### src/rtl/core/mst_pkg.sv
// mst_pkg: shared types, codes and scaling constants of the multitouch slot tracker
// used by every module under rtl/core; depends on nothing

package mst_pkg;

	localparam int SLOT_COUNT_DEF = 16;
	localparam int SLOT_FIELD_W   = 6;
	localparam int QUEUE_DEPTH    = 2;

	localparam int COORD_W = 11;
	localparam int SPAN_W  = 10;
	localparam int FACT_W  = 32;
	localparam int PROD_W  = SPAN_W + FACT_W;

	localparam logic [4:0] TYPE_ABS   = 5'd3;
	localparam logic [9:0] CODE_SLOT  = 10'h02F;
	localparam logic [9:0] CODE_X     = 10'h035;
	localparam logic [9:0] CODE_Y     = 10'h036;
	localparam logic [9:0] CODE_TRACK = 10'h039;
	localparam logic [31:0] TRACK_NONE = '1;

	localparam int X_SPAN = 767;
	localparam int X_TOP  = 1403;
	localparam int Y_SPAN = 1023;
	localparam int Y_TOP  = 1871;

	// divide by span as multiply by rounded-up reciprocal; exact for products below 2^21
	localparam int RECIP_SHIFT = 31;
	localparam longint unsigned X_RECIP = ((64'd1 << RECIP_SHIFT) + X_SPAN - 1) / X_SPAN;
	localparam longint unsigned Y_RECIP = ((64'd1 << RECIP_SHIFT) + Y_SPAN - 1) / Y_SPAN;
	localparam logic [FACT_W-1:0] X_FACTOR = FACT_W'(X_RECIP * X_TOP);
	localparam logic [FACT_W-1:0] Y_FACTOR = FACT_W'(Y_RECIP * Y_TOP);

	typedef enum logic [2:0] {
		CMD_SELECT,
		CMD_SET_X,
		CMD_SET_Y,
		CMD_TRACK,
		CMD_POLL
	} cmd_kind_t;

	typedef enum logic [1:0] {
		TOUCH_NONE    = 2'd0,
		TOUCH_CLICK   = 2'd1,
		TOUCH_RELEASE = 2'd2
	} touch_kind_t;

	typedef enum logic [1:0] {
		BK_IDLE,
		BK_SCAN,
		BK_EMIT
	} back_state_t;

	typedef struct packed {
		logic        operation;
		logic [4:0]  event_type;
		logic [9:0]  event_code;
		logic signed [31:0] event_value;
	} item_t;

	typedef struct packed {
		touch_kind_t  touch_kind;
		logic [10:0]  touch_x;
		logic [10:0]  touch_y;
	} result_t;

	typedef struct packed {
		cmd_kind_t                kind;
		logic                     slot_ok;
		logic [SLOT_FIELD_W-1:0]  slot;
		logic [COORD_W-1:0]       coord;
		logic                     active;
	} cmd_t;

endpackage

### src/rtl/core/mst_front.sv
// mst_front: accepts event and poll words, drops inert events, scales coordinates
// depends on mst_pkg; feeds mst_queue with cmd_t words

module mst_front
	import mst_pkg::*;
#(
	parameter int SLOT_COUNT = SLOT_COUNT_DEF
) (
	input  logic  clk,
	input  logic  arst_n,
	input  logic  item_valid,
	output logic  item_ready,
	input  item_t item,
	output logic  push_valid,
	input  logic  push_ready,
	output cmd_t  push_cmd
);

	logic                    valid_s1;
	cmd_kind_t               kind_s1;
	logic                    slot_ok_s1;
	logic [SLOT_FIELD_W-1:0] slot_s1;
	logic                    active_s1;
	logic [SPAN_W-1:0]       span_s1;
	logic                    sat_s1;

	logic                    useful;
	cmd_kind_t               kind_d;
	logic [SPAN_W-1:0]       span_d;
	logic                    sat_d;
	logic [31:0]             val;
	logic [PROD_W-1:0]       prod;
	logic [COORD_W-1:0]      top;
	logic [FACT_W-1:0]       factor;

	assign val = item.event_value;

	always_comb begin
		useful = 1'b0;
		kind_d = CMD_POLL;
		span_d = '0;
		sat_d  = 1'b0;
		if (item.operation) begin
			useful = 1'b1;
		end else if (item.event_type == TYPE_ABS) begin
			case (item.event_code)
				CODE_SLOT: begin
					useful = 1'b1;
					kind_d = CMD_SELECT;
				end
				CODE_X: begin
					useful = 1'b1;
					kind_d = CMD_SET_X;
				end
				CODE_Y: begin
					useful = 1'b1;
					kind_d = CMD_SET_Y;
				end
				CODE_TRACK: begin
					useful = 1'b1;
					kind_d = CMD_TRACK;
				end
				default: useful = 1'b0;
			endcase
		end
		// negative raw saturates high, raw beyond span saturates to zero
		if (val[31]) begin
			sat_d = 1'b1;
		end else if (kind_d == CMD_SET_X) begin
			if (val[30:0] <= 31'(X_SPAN))
				span_d = SPAN_W'(X_SPAN) - val[SPAN_W-1:0];
		end else begin
			if (val[30:0] <= 31'(Y_SPAN))
				span_d = SPAN_W'(Y_SPAN) - val[SPAN_W-1:0];
		end
	end

	assign item_ready = !valid_s1 || push_ready;

	always_ff @(posedge clk or negedge arst_n) begin
		if (!arst_n) begin
			valid_s1 <= 1'b0;
		end else if (item_ready) begin
			valid_s1 <= item_valid && useful;
		end
	end

	always_ff @(posedge clk) begin
		if (item_ready) begin
			kind_s1    <= kind_d;
			slot_ok_s1 <= !val[31] && (val[30:0] < 31'(SLOT_COUNT));
			slot_s1    <= val[SLOT_FIELD_W-1:0];
			active_s1  <= (val != TRACK_NONE);
			span_s1    <= span_d;
			sat_s1     <= sat_d;
		end
	end

	assign factor = (kind_s1 == CMD_SET_X) ? X_FACTOR : Y_FACTOR;
	assign top    = (kind_s1 == CMD_SET_X) ? COORD_W'(X_TOP) : COORD_W'(Y_TOP);
	assign prod   = PROD_W'(span_s1) * PROD_W'(factor);

	assign push_valid = valid_s1;

	always_comb begin
		push_cmd.kind    = kind_s1;
		push_cmd.slot_ok = slot_ok_s1;
		push_cmd.slot    = slot_s1;
		push_cmd.active  = active_s1;
		push_cmd.coord   = sat_s1 ? top : prod[RECIP_SHIFT +: COORD_W];
	end

endmodule

### src/rtl/core/mst_queue.sv
// mst_queue: short fifo of cmd_t words between front and back
// depends on mst_pkg

module mst_queue
	import mst_pkg::*;
#(
	parameter int DEPTH = QUEUE_DEPTH
) (
	input  logic clk,
	input  logic arst_n,
	input  logic push_valid,
	output logic push_ready,
	input  cmd_t push_cmd,
	output logic pop_valid,
	input  logic pop_ready,
	output cmd_t pop_cmd
);

	localparam int PTR_W = (DEPTH > 1) ? $clog2(DEPTH) : 1;
	localparam int CNT_W = $clog2(DEPTH + 1);

	cmd_t             store_q [DEPTH];
	logic [PTR_W-1:0] wr_ptr_q;
	logic [PTR_W-1:0] rd_ptr_q;
	logic [CNT_W-1:0] count_q;
	logic             push;
	logic             pop;

	assign push_ready = (count_q != CNT_W'(DEPTH));
	assign pop_valid  = (count_q != '0);
	assign push       = push_valid && push_ready;
	assign pop        = pop_valid && pop_ready;
	assign pop_cmd    = store_q[rd_ptr_q];

	always_ff @(posedge clk or negedge arst_n) begin
		if (!arst_n) begin
			wr_ptr_q <= '0;
			rd_ptr_q <= '0;
			count_q  <= '0;
		end else begin
			if (push)
				wr_ptr_q <= (wr_ptr_q == PTR_W'(DEPTH - 1)) ? '0 : wr_ptr_q + 1'b1;
			if (pop)
				rd_ptr_q <= (rd_ptr_q == PTR_W'(DEPTH - 1)) ? '0 : rd_ptr_q + 1'b1;
			if (push && !pop)
				count_q <= count_q + 1'b1;
			else if (pop && !push)
				count_q <= count_q - 1'b1;
		end
	end

	always_ff @(posedge clk) begin
		if (push)
			store_q[wr_ptr_q] <= push_cmd;
	end

endmodule

### src/rtl/core/mst_back.sv
// mst_back: slot store, command execution and poll scan with result register
// depends on mst_pkg; takes cmd_t words from mst_queue

module mst_back
	import mst_pkg::*;
#(
	parameter int SLOT_COUNT = SLOT_COUNT_DEF
) (
	input  logic    clk,
	input  logic    arst_n,
	input  logic    pop_valid,
	output logic    pop_ready,
	input  cmd_t    pop_cmd,
	output logic    result_valid,
	input  logic    result_ready,
	output result_t result
);

	localparam int SLOT_W = (SLOT_COUNT > 1) ? $clog2(SLOT_COUNT) : 1;

	back_state_t state_q, state_d;

	logic [SLOT_W-1:0]     slot_index_q;
	logic                  slot_ok_q;
	logic [SLOT_COUNT-1:0] live_q;
	logic [SLOT_COUNT-1:0] rep_q;
	logic [SLOT_COUNT-1:0] xv_q;
	logic [SLOT_COUNT-1:0] yv_q;
	logic [COORD_W-1:0]    pos_x_mem [SLOT_COUNT];
	logic [COORD_W-1:0]    pos_y_mem [SLOT_COUNT];

	logic                  hit_q;
	logic [SLOT_W-1:0]     hit_idx_q;
	logic [COORD_W-1:0]    rd_x_q;
	logic [COORD_W-1:0]    rd_y_q;
	logic                  result_valid_q;
	result_t               result_q;

	logic [SLOT_COUNT-1:0] pending;
	logic                  hit;
	logic [SLOT_W-1:0]     hit_idx;
	logic                  exec;
	logic                  emit;
	logic                  wr_ok;

	assign pending = (live_q ^ rep_q) & xv_q & yv_q;

	// lowest pending slot wins
	always_comb begin
		hit     = 1'b0;
		hit_idx = '0;
		for (int i = SLOT_COUNT - 1; i >= 0; i--) begin
			if (pending[i]) begin
				hit     = 1'b1;
				hit_idx = SLOT_W'(i);
			end
		end
	end

	always_ff @(posedge clk or negedge arst_n) begin
		if (!arst_n)
			state_q <= BK_IDLE;
		else
			state_q <= state_d;
	end

	always_comb begin
		state_d   = state_q;
		pop_ready = 1'b0;
		emit      = 1'b0;
		case (state_q)
			BK_IDLE: begin
				pop_ready = 1'b1;
				if (pop_valid && pop_cmd.kind == CMD_POLL)
					state_d = BK_SCAN;
			end
			BK_SCAN: state_d = BK_EMIT;
			BK_EMIT: begin
				if (!result_valid_q || result_ready) begin
					emit    = 1'b1;
					state_d = BK_IDLE;
				end
			end
			default: state_d = BK_IDLE;
		endcase
	end

	assign exec  = pop_valid && pop_ready;
	assign wr_ok = exec && slot_ok_q;

	always_ff @(posedge clk or negedge arst_n) begin
		if (!arst_n) begin
			slot_index_q   <= '0;
			slot_ok_q      <= 1'b1;
			live_q         <= '0;
			rep_q          <= '0;
			xv_q           <= '0;
			yv_q           <= '0;
			result_valid_q <= 1'b0;
		end else begin
			if (exec) begin
				case (pop_cmd.kind)
					CMD_SELECT: begin
						slot_ok_q <= pop_cmd.slot_ok;
						if (pop_cmd.slot_ok)
							slot_index_q <= pop_cmd.slot[SLOT_W-1:0];
					end
					CMD_SET_X: if (slot_ok_q) xv_q[slot_index_q] <= 1'b1;
					CMD_SET_Y: if (slot_ok_q) yv_q[slot_index_q] <= 1'b1;
					CMD_TRACK: if (slot_ok_q) live_q[slot_index_q] <= pop_cmd.active;
					default: ;
				endcase
			end
			if (emit && hit_q) begin
				if (live_q[hit_idx_q]) begin
					rep_q[hit_idx_q] <= 1'b1;
				end else begin
					rep_q[hit_idx_q] <= 1'b0;
					xv_q[hit_idx_q]  <= 1'b0;
					yv_q[hit_idx_q]  <= 1'b0;
				end
			end
			if (emit)
				result_valid_q <= 1'b1;
			else if (result_ready)
				result_valid_q <= 1'b0;
		end
	end

	always_ff @(posedge clk) begin
		if (wr_ok && pop_cmd.kind == CMD_SET_X)
			pos_x_mem[slot_index_q] <= pop_cmd.coord;
		if (wr_ok && pop_cmd.kind == CMD_SET_Y)
			pos_y_mem[slot_index_q] <= pop_cmd.coord;
		if (state_q == BK_SCAN) begin
			hit_q     <= hit;
			hit_idx_q <= hit_idx;
			rd_x_q    <= pos_x_mem[hit_idx];
			rd_y_q    <= pos_y_mem[hit_idx];
		end
		if (emit) begin
			if (!hit_q) begin
				result_q.touch_kind <= TOUCH_NONE;
				result_q.touch_x    <= '0;
				result_q.touch_y    <= '0;
			end else begin
				result_q.touch_kind <= live_q[hit_idx_q] ? TOUCH_CLICK : TOUCH_RELEASE;
				result_q.touch_x    <= rd_x_q;
				result_q.touch_y    <= rd_y_q;
			end
		end
	end

	assign result_valid = result_valid_q;
	assign result       = result_q;

	a_scan_then_emit: assert property (@(posedge clk) disable iff (!arst_n)
		state_q == BK_SCAN |=> state_q == BK_EMIT)
		else $error("scan not followed by emit");

	a_reported_has_coords: assert property (@(posedge clk) disable iff (!arst_n)
		(rep_q & ~(xv_q & yv_q)) == '0)
		else $error("reported slot without both coordinates");

	a_none_is_zero: assert property (@(posedge clk) disable iff (!arst_n)
		result_valid_q && result_q.touch_kind == TOUCH_NONE
		|-> result_q.touch_x == '0 && result_q.touch_y == '0)
		else $error("empty poll result carries coordinates");

	a_slot_in_range: assert property (@(posedge clk) disable iff (!arst_n)
		slot_index_q <= SLOT_W'(SLOT_COUNT - 1))
		else $error("current slot out of range");

endmodule

### src/rtl/core/multitouch_slot_tracker.sv
// multitouch_slot_tracker: top level of the touch slot tracker
// depends on mst_pkg, mst_front, mst_queue, mst_back
//
// item channel (item_valid/item_ready/item): one word per input event or poll.
// an event word (operation 0) returns nothing; type 3 events select a slot,
// set a scaled X or Y, or set the tracking state of the current slot.
// a poll word (operation 1) returns exactly one word on the result channel
// (result_valid/result_ready/result): the lowest slot with a pending click or
// release, or touch_kind none with zero coordinates.
// event words are taken one per cycle unless the front stage holds a word that
// the full queue cannot take; the front stage holds the coordinate multiplier.
// a poll passes the back end in dispatch, slot scan with store read and result
// write, and the back end takes no new word from the queue until it is written.
// a stalled result holds the back end in its write step; the two-entry queue
// and the front stage keep accepting words until they fill.
// reset clears all slots to inactive, unreported and without coordinates,
// and selects slot 0.

module multitouch_slot_tracker
	import mst_pkg::*;
#(
	parameter int SLOT_COUNT = SLOT_COUNT_DEF
) (
	input  logic    clk,
	input  logic    arst_n,
	input  logic    item_valid,
	output logic    item_ready,
	input  item_t   item,
	output logic    result_valid,
	input  logic    result_ready,
	output result_t result
);

	logic push_valid;
	logic push_ready;
	cmd_t push_cmd;
	logic pop_valid;
	logic pop_ready;
	cmd_t pop_cmd;

	mst_front #(
		.SLOT_COUNT(SLOT_COUNT)
	) u_front (
		.clk        (clk),
		.arst_n     (arst_n),
		.item_valid (item_valid),
		.item_ready (item_ready),
		.item       (item),
		.push_valid (push_valid),
		.push_ready (push_ready),
		.push_cmd   (push_cmd)
	);

	mst_queue #(
		.DEPTH(QUEUE_DEPTH)
	) u_queue (
		.clk        (clk),
		.arst_n     (arst_n),
		.push_valid (push_valid),
		.push_ready (push_ready),
		.push_cmd   (push_cmd),
		.pop_valid  (pop_valid),
		.pop_ready  (pop_ready),
		.pop_cmd    (pop_cmd)
	);

	mst_back #(
		.SLOT_COUNT(SLOT_COUNT)
	) u_back (
		.clk          (clk),
		.arst_n       (arst_n),
		.pop_valid    (pop_valid),
		.pop_ready    (pop_ready),
		.pop_cmd      (pop_cmd),
		.result_valid (result_valid),
		.result_ready (result_ready),
		.result       (result)
	);

endmodule

### config.mk
export PLATFORM = sky130hd
export DESIGN_NAME = multitouch_slot_tracker
export DESIGN_NICKNAME = d
export VERILOG_FILES = /design/src/rtl/core/mst_pkg.sv /design/src/rtl/core/mst_front.sv /design/src/rtl/core/mst_queue.sv /design/src/rtl/core/mst_back.sv /design/src/rtl/core/multitouch_slot_tracker.sv
export SDC_FILE = /design/constraint.sdc
export NUM_CORES = 1
export LEC_CHECK = 0
export BUFFER_PORTS_ARGS = -buffer_cell sky130_fd_sc_hd__clkbuf_2
export CORE_MARGIN = 2
export CORE_UTILIZATION = 43
export CTS_BUF_LIST = sky130_fd_sc_hd__clkbuf_4
export DETAILED_ROUTE_END_ITERATION = 16
export PLACE_DENSITY = 0.63
export SKIP_LAST_GASP = 1
export SLEW_MARGIN = 20
export SYNTH_ARGS = -nofsm -noshare
export SYNTH_HDL_FRONTEND = slang
export SYNTH_SLANG_ARGS = --single-unit
export TNS_END_PERCENT = 5
### constraint.sdc
create_clock -name clk -period 7.9 [get_ports clk]
set_input_delay 1.58 -clock clk [delete_from_list [all_inputs] [get_ports clk]]
set_output_delay 1.58 -clock clk [all_outputs]
set_load 0.005 [all_outputs]
; ---- After elaboration in Yosys (flattened, before gate mapping)
; Memory sizes are Yosys's and may differ from the RTL's. A register that Yosys moved wholly into a read port is not among the register bits.
; Index checks and enable logic that the tools add are counted.
[word_totals]
register_bits = 128
mem_bits_rw = 396
inputBits = 52
out_inout_bits = 26
wordCells = 165
memories = 3
[mem_list]
columns = name, words, width, read_ports, rd_ports_with_merged_regs, wr, line_no
row1 = u_back.pos_x_mem, 16, 11, 1, 1, 1, mst_back.sv:29  ; logic [COORD_W-1:0] pos_x_mem [SLOT_COUNT];
row2 = u_back.pos_y_mem, 16, 11, 1, 1, 1, mst_back.sv:30  ; logic [COORD_W-1:0] pos_y_mem [SLOT_COUNT];
row3 = u_queue.store_q, 2, 22, 1, 0, 1, mst_queue.sv:22  ; cmd_t store_q [DEPTH];
[op_classes]
addsub = 6
mul = 1
order_cmp = 7
eq_ne = 17
muxes = 67
bitwise = 10
reduce_logical = 31
[op_table]
columns = cell, n
row1 = two-way mux 16 bit, 11
row2 = bitwise AND 16 bit, 5
row3 = two-way mux 4 bit, 16
row4 = "<= comparator 31 x 10 -> 1 bit, second input constant", 2
row5 = OR 16 bit, 3
row6 = multiplier 10 x 32 -> 42 bit, 1
row7 = "equality test 10 x 6 -> 1 bit, second input constant", 4
row8 = two-way mux 10 bit, 4
row9 = "!= test 32 bit, second input constant", 1
row10 = "< comparator 31 x 5 -> 1 bit, second input constant", 1
row11 = two-way mux 22 bit, 1
row12 = two-way mux 1 bit, 21
row13 = "subtractor 10 bit, first input constant", 2
row14 = bitwise mux 16 bit, 1
row15 = NOT 16 bit, 1
row16 = XOR 16 bit, 1
row17 = OR reduction 15 bit, 1
row18 = logical AND 1 bit, 13
row19 = case mux 3 bit (4 select lines), 1
row20 = two-way mux 11 bit, 1
row21 = "< comparator 4 x 5 -> 1 bit, second input constant", 2
row22 = two-way mux 2 bit, 5
row23 = "equality test 3 x 1 -> 1 bit, second input constant", 3
row24 = demux 1 bit (select 4 bit), 2
row25 = other kinds (22), 36

; ---- Logic depth before layout (Yosys ltp)
[depth]
ltp_word = 19
ltp_mapped = 24
depth_no_buf = 23

; ---- By module
; A second synthesis with hierarchy kept.
[unflattened]
hier_cells = 2157
area_unflattened_um2 = 28404.7
[modules_own_cells]
columns = module, instances, cells_per_inst, area_per_inst_um2, seq_area_each_um2
row1 = mst_back, 1, 1237, 18783.0, 13904.6
row2 = mst_front, 1, 834, 7833.8, 685.7
row3 = mst_queue, 1, 86, 1788.0, 1421.4

; ---- Least setup slack after synthesis
; Ideal clock, no wire load.
[synth_timing]
path_kind = reg2reg
start = reg u_front.kind_s1[1]
end = mem u_queue.store_q[0][9] (netlist bit), data pin
setup_time_ns = 0.257
arrival_ns = 6.009
required_time_ns = 7.643
slack_ns = 1.634
path_stages_with_launch = 21
n_path_buf = 1
period_less_slack_ns = 6.266
cell_sequence = edfxtp_1 nor3b_1 clkbuf_1 nand2_1 fa_1 inv_1 fa_1 fa_1 fa_1 inv_1 fa_1 inv_1 ha_1 and3_1 a221oi_1 o21bai_1 o21bai_1 a221o_1 a21o_1 a211o_1 a21o_1
[synth_rtl]
columns = element, line_no
row1 = start: declaration, mst_front.sv:20  ; cmd_kind_t kind_s1;
row2 = start signal: assignment, mst_front.sv:90  ; kind_s1 <= kind_d;
row3 = end: declaration, mst_queue.sv:22

==> impl_metrics.ini <==
[synthesis]
synthMuxAreaShare_pct = 3.25
synthCells = 2178
yosys.area_share.adder_pct = 15.7
synth_xor_area_share_pct = 1.15
synthSimpleGateAreaFrac_pct = 11.3
synth_top_family_by_area = adder cells
ys_ff_latch = 540
syn_avg_cell_area_um2 = 13.0
yosysSeqAreaShare_pct = 56.0
synth_compound_area_share_pct = 7.93
synth_edf_count = 463
synthDistinctLibCells = 68
netlist_area_um2 = 28300
postSynth.asyncResetShare_pct = 14.3
yosys_warnings = 0
synthFlopType = edfxtp_1

[route]
drtAntennaViolNets = 0
drc_errors = 0
wirelength_um = 73100
first_pass_iters = 5
drtIter0Drc = 1437
vias = 18188
wl_per_cell_um = 22.2
viasPerCell = 5.52

[sta]
clock_skew_ps = 68.0
maxSlewViolCount = 0
max_freq_ghz = 0.149
hold_viol = 0
maxSlewHeadroom_pct = 30.5
finalCritPeriodShare_pct = 84.8
worst_pin_slew_ps = 1040
rsz0062_at_grt = no
setup_viol = 0
tns_ps = 0
min_period_ps = 6700

[grt]
grt_max_degree = 84
grt_first_pass_wirelength_um = 111000
antenna_found_initial = 2
overflow = 0
grt_usage_pct = 21.9
grt_pass1_vias = 18699

[worst_setup_path]
reg2reg_from = u_front.kind_s1[1]
worstPathRequired_ps = 8540
r2r_cells = 22
cp_data_arrival_time_ps = 7340
crit_start = u_front.kind_s1[1]
critPathSlowestCell = fa_1
worstSetupPathType = flip-flop to flip-flop
crit_fanout = 16
start_kind = flip-flop
cp_common_cell = fa_1
max_stage_delay_ps = 550
end_kind = flip-flop
reg2reg_slack_ps = 1200
rr_endpoint = u_queue.store_q[0][9]
path_cells = nor3b_2 -> buf_4 -> nand2_1 -> xnor2_1 -> inv_1 -> ha_1 -> nand2b_1 -> fa_1 -> fa_1 -> fa_1 -> inv_1 -> fa_1 -> inv_1 -> ha_1 -> and3_1 -> a221oi_1 -> nand3_1 -> o211a_1 -> a221o_1 -> a21o_1 -> a211o_1 -> a21o_1

[place]
dp.cells = 3059
portBuffers = 77
gp_congestion = 0.903
place_hpwl_um = 48200

[floorplan]
rows = 94
die_w_um = 260
floorplan.initialDensity_pct = 43.3
dieHeight_um = 260
io_pins = 78
die_area_um2 = 67900
core_um2 = 65400

[cts]
clk_path_buf_depth = 3
clk_latency_ps = 950
cts_num_sinks = 540
cts_root_buf = clkbuf_4
clk_pin_slew_worst_paths_ps = 70
cts_made_buffers = 139
cts_tree = done
post_cts_buffers = 0
hold_buffers = 0
cts_resized = 0
htree_num_levels = 4

[cells_and_area]
final_common_cell = edfxtp_1
final_cell_mix = edfxtp_1 (463), inv_1 (218), clkbuf_4 (207), nand2_1 (155), ha_1 (142)
fin_nets = 2664
syn2layout_area_growth_pct = 11.6
final_cells = 3296
layout-drive-gt1-share_pct = 17.4

[hold_path]
hold_depth = 0
worst_hold_path.endpoint = u_queue.store_q[1][12]
hp-start = u_front.slot_s1[0]
holdCritPathClass = flip-flop to flip-flop

[pwr]
irDropWorstVdd_uv = 190
p_per_area_nw_per_um2 = 353
p_leak_nw = 13.2

[outcome]
status = finished, final reports clean

[flow_run]
drv_cap = 0
-- metrics by stage --
step	utilization, %	power [W]	cell area (µm²)	setup slack, ps	hold slack [ps]
detailed placement	45.4	0.00869	29700	1300	435
finish	48.3	0.0112	31600	1200	445
global route	48.3	0.0119	31600	863	458
floorplan	-	0.00723	28300	1630	421
global placement	45.4	0.00858	29700	1330	429
CTS	48.2	0.0112	31500	1200	446
-- cell usage after synthesis, types with 34 or more instances --
master,n,area (µm²)
inv_1,218,818
fa_1,133,2660
dfrtp_1,76,1900
clkbuf_1,64,240
a211oi_1,117,878
a311oi_1,45,394
and2_1,34,213
ha_1,142,1780
mux2_2,45,507
nand2_1,156,586
a21oi_1,52,260
and3_1,120,751
edfxtp_1,463,13900
nor2_1,121,454
-- flip-flops by register name, summed over array words and instances (netlist names), 2 cells and up, named ones only --
name and count:
u_back.pos_x_mem 176, u_back.pos_y_mem 176, u_queue.store_q 40, u_back.result 24
u_back.live_q 16, u_back.xv_q 16, u_back.yv_q 16, u_back.rd_x_q 11
u_back.rd_y_q 11, u_front.span_s1 10, u_back.hit_idx_q 4, u_back.slot_index_q 4
u_front.slot_s1 4, u_front.kind_s1 3, u_back.state_q 2, u_queue.count_q 2
-- critical path: cells and delay by family (launching register included) --
kind,cells,cell delay [ps]
compound gates,6,1770
xor+xnor,1,420
fa+ha+maj,6,2560
buf+inv,4,450
flops,1,430
simple gates,5,770
-- worst max-delay path by stage --
stage,cells after the start,end
3_3_place_gp,22,u_queue.store_q[0][9]
2_1_floorplan,20,u_queue.store_q[0][9]
4_1_cts,22,u_queue.store_q[0][9]
5_1_grt,20,u_queue.store_q[0][9]
6_report,22,u_queue.store_q[0][9]
3_5_place_dp,22,u_queue.store_q[0][9]
-- logic make-up after synthesis --
group,count (synthesis)
AND/OR/NAND/NOR,613
adder cells (fa/ha/maj),275
flip-flops,540
buffers and inverters,326
AO/OA/AOI/OAI,305
XOR/XNOR,37
other,2
multiplexers,80
-- final cells by class --
class	instances	area, µm²
inverter	220	828
fill	5832	33800
timing repair buffer	121	729
clock inverter	28	302
sequential	540	15800
multi-input combinational	1315	11200
antenna	1	2.50
clock buffer	207	1550
tap	864	1080
-- layer usage --
layer	up-vias	GRT usage (%)	part of all wire, %	routed length (µm)
met5	-	0	0	0
met4	0	6.71	2.0	1460
met1	9182	28.0	42	30500
met2	563	37.6	51	37200
met3	92	4.25	5.4	3960
li1	8351	-	-	-
-- report_power, final --
| group | leakage [nW] | internal (W) | switching (W) |
|---|---|---|---|
| registers | 5.13 | 0.00375 | 0.000220 |
| clock network | 1.08 | 0.00142 | 0.00110 |
| logic | 7.00 | 0.00160 | 0.00306 |
Power figures use the tool's default switching activity.
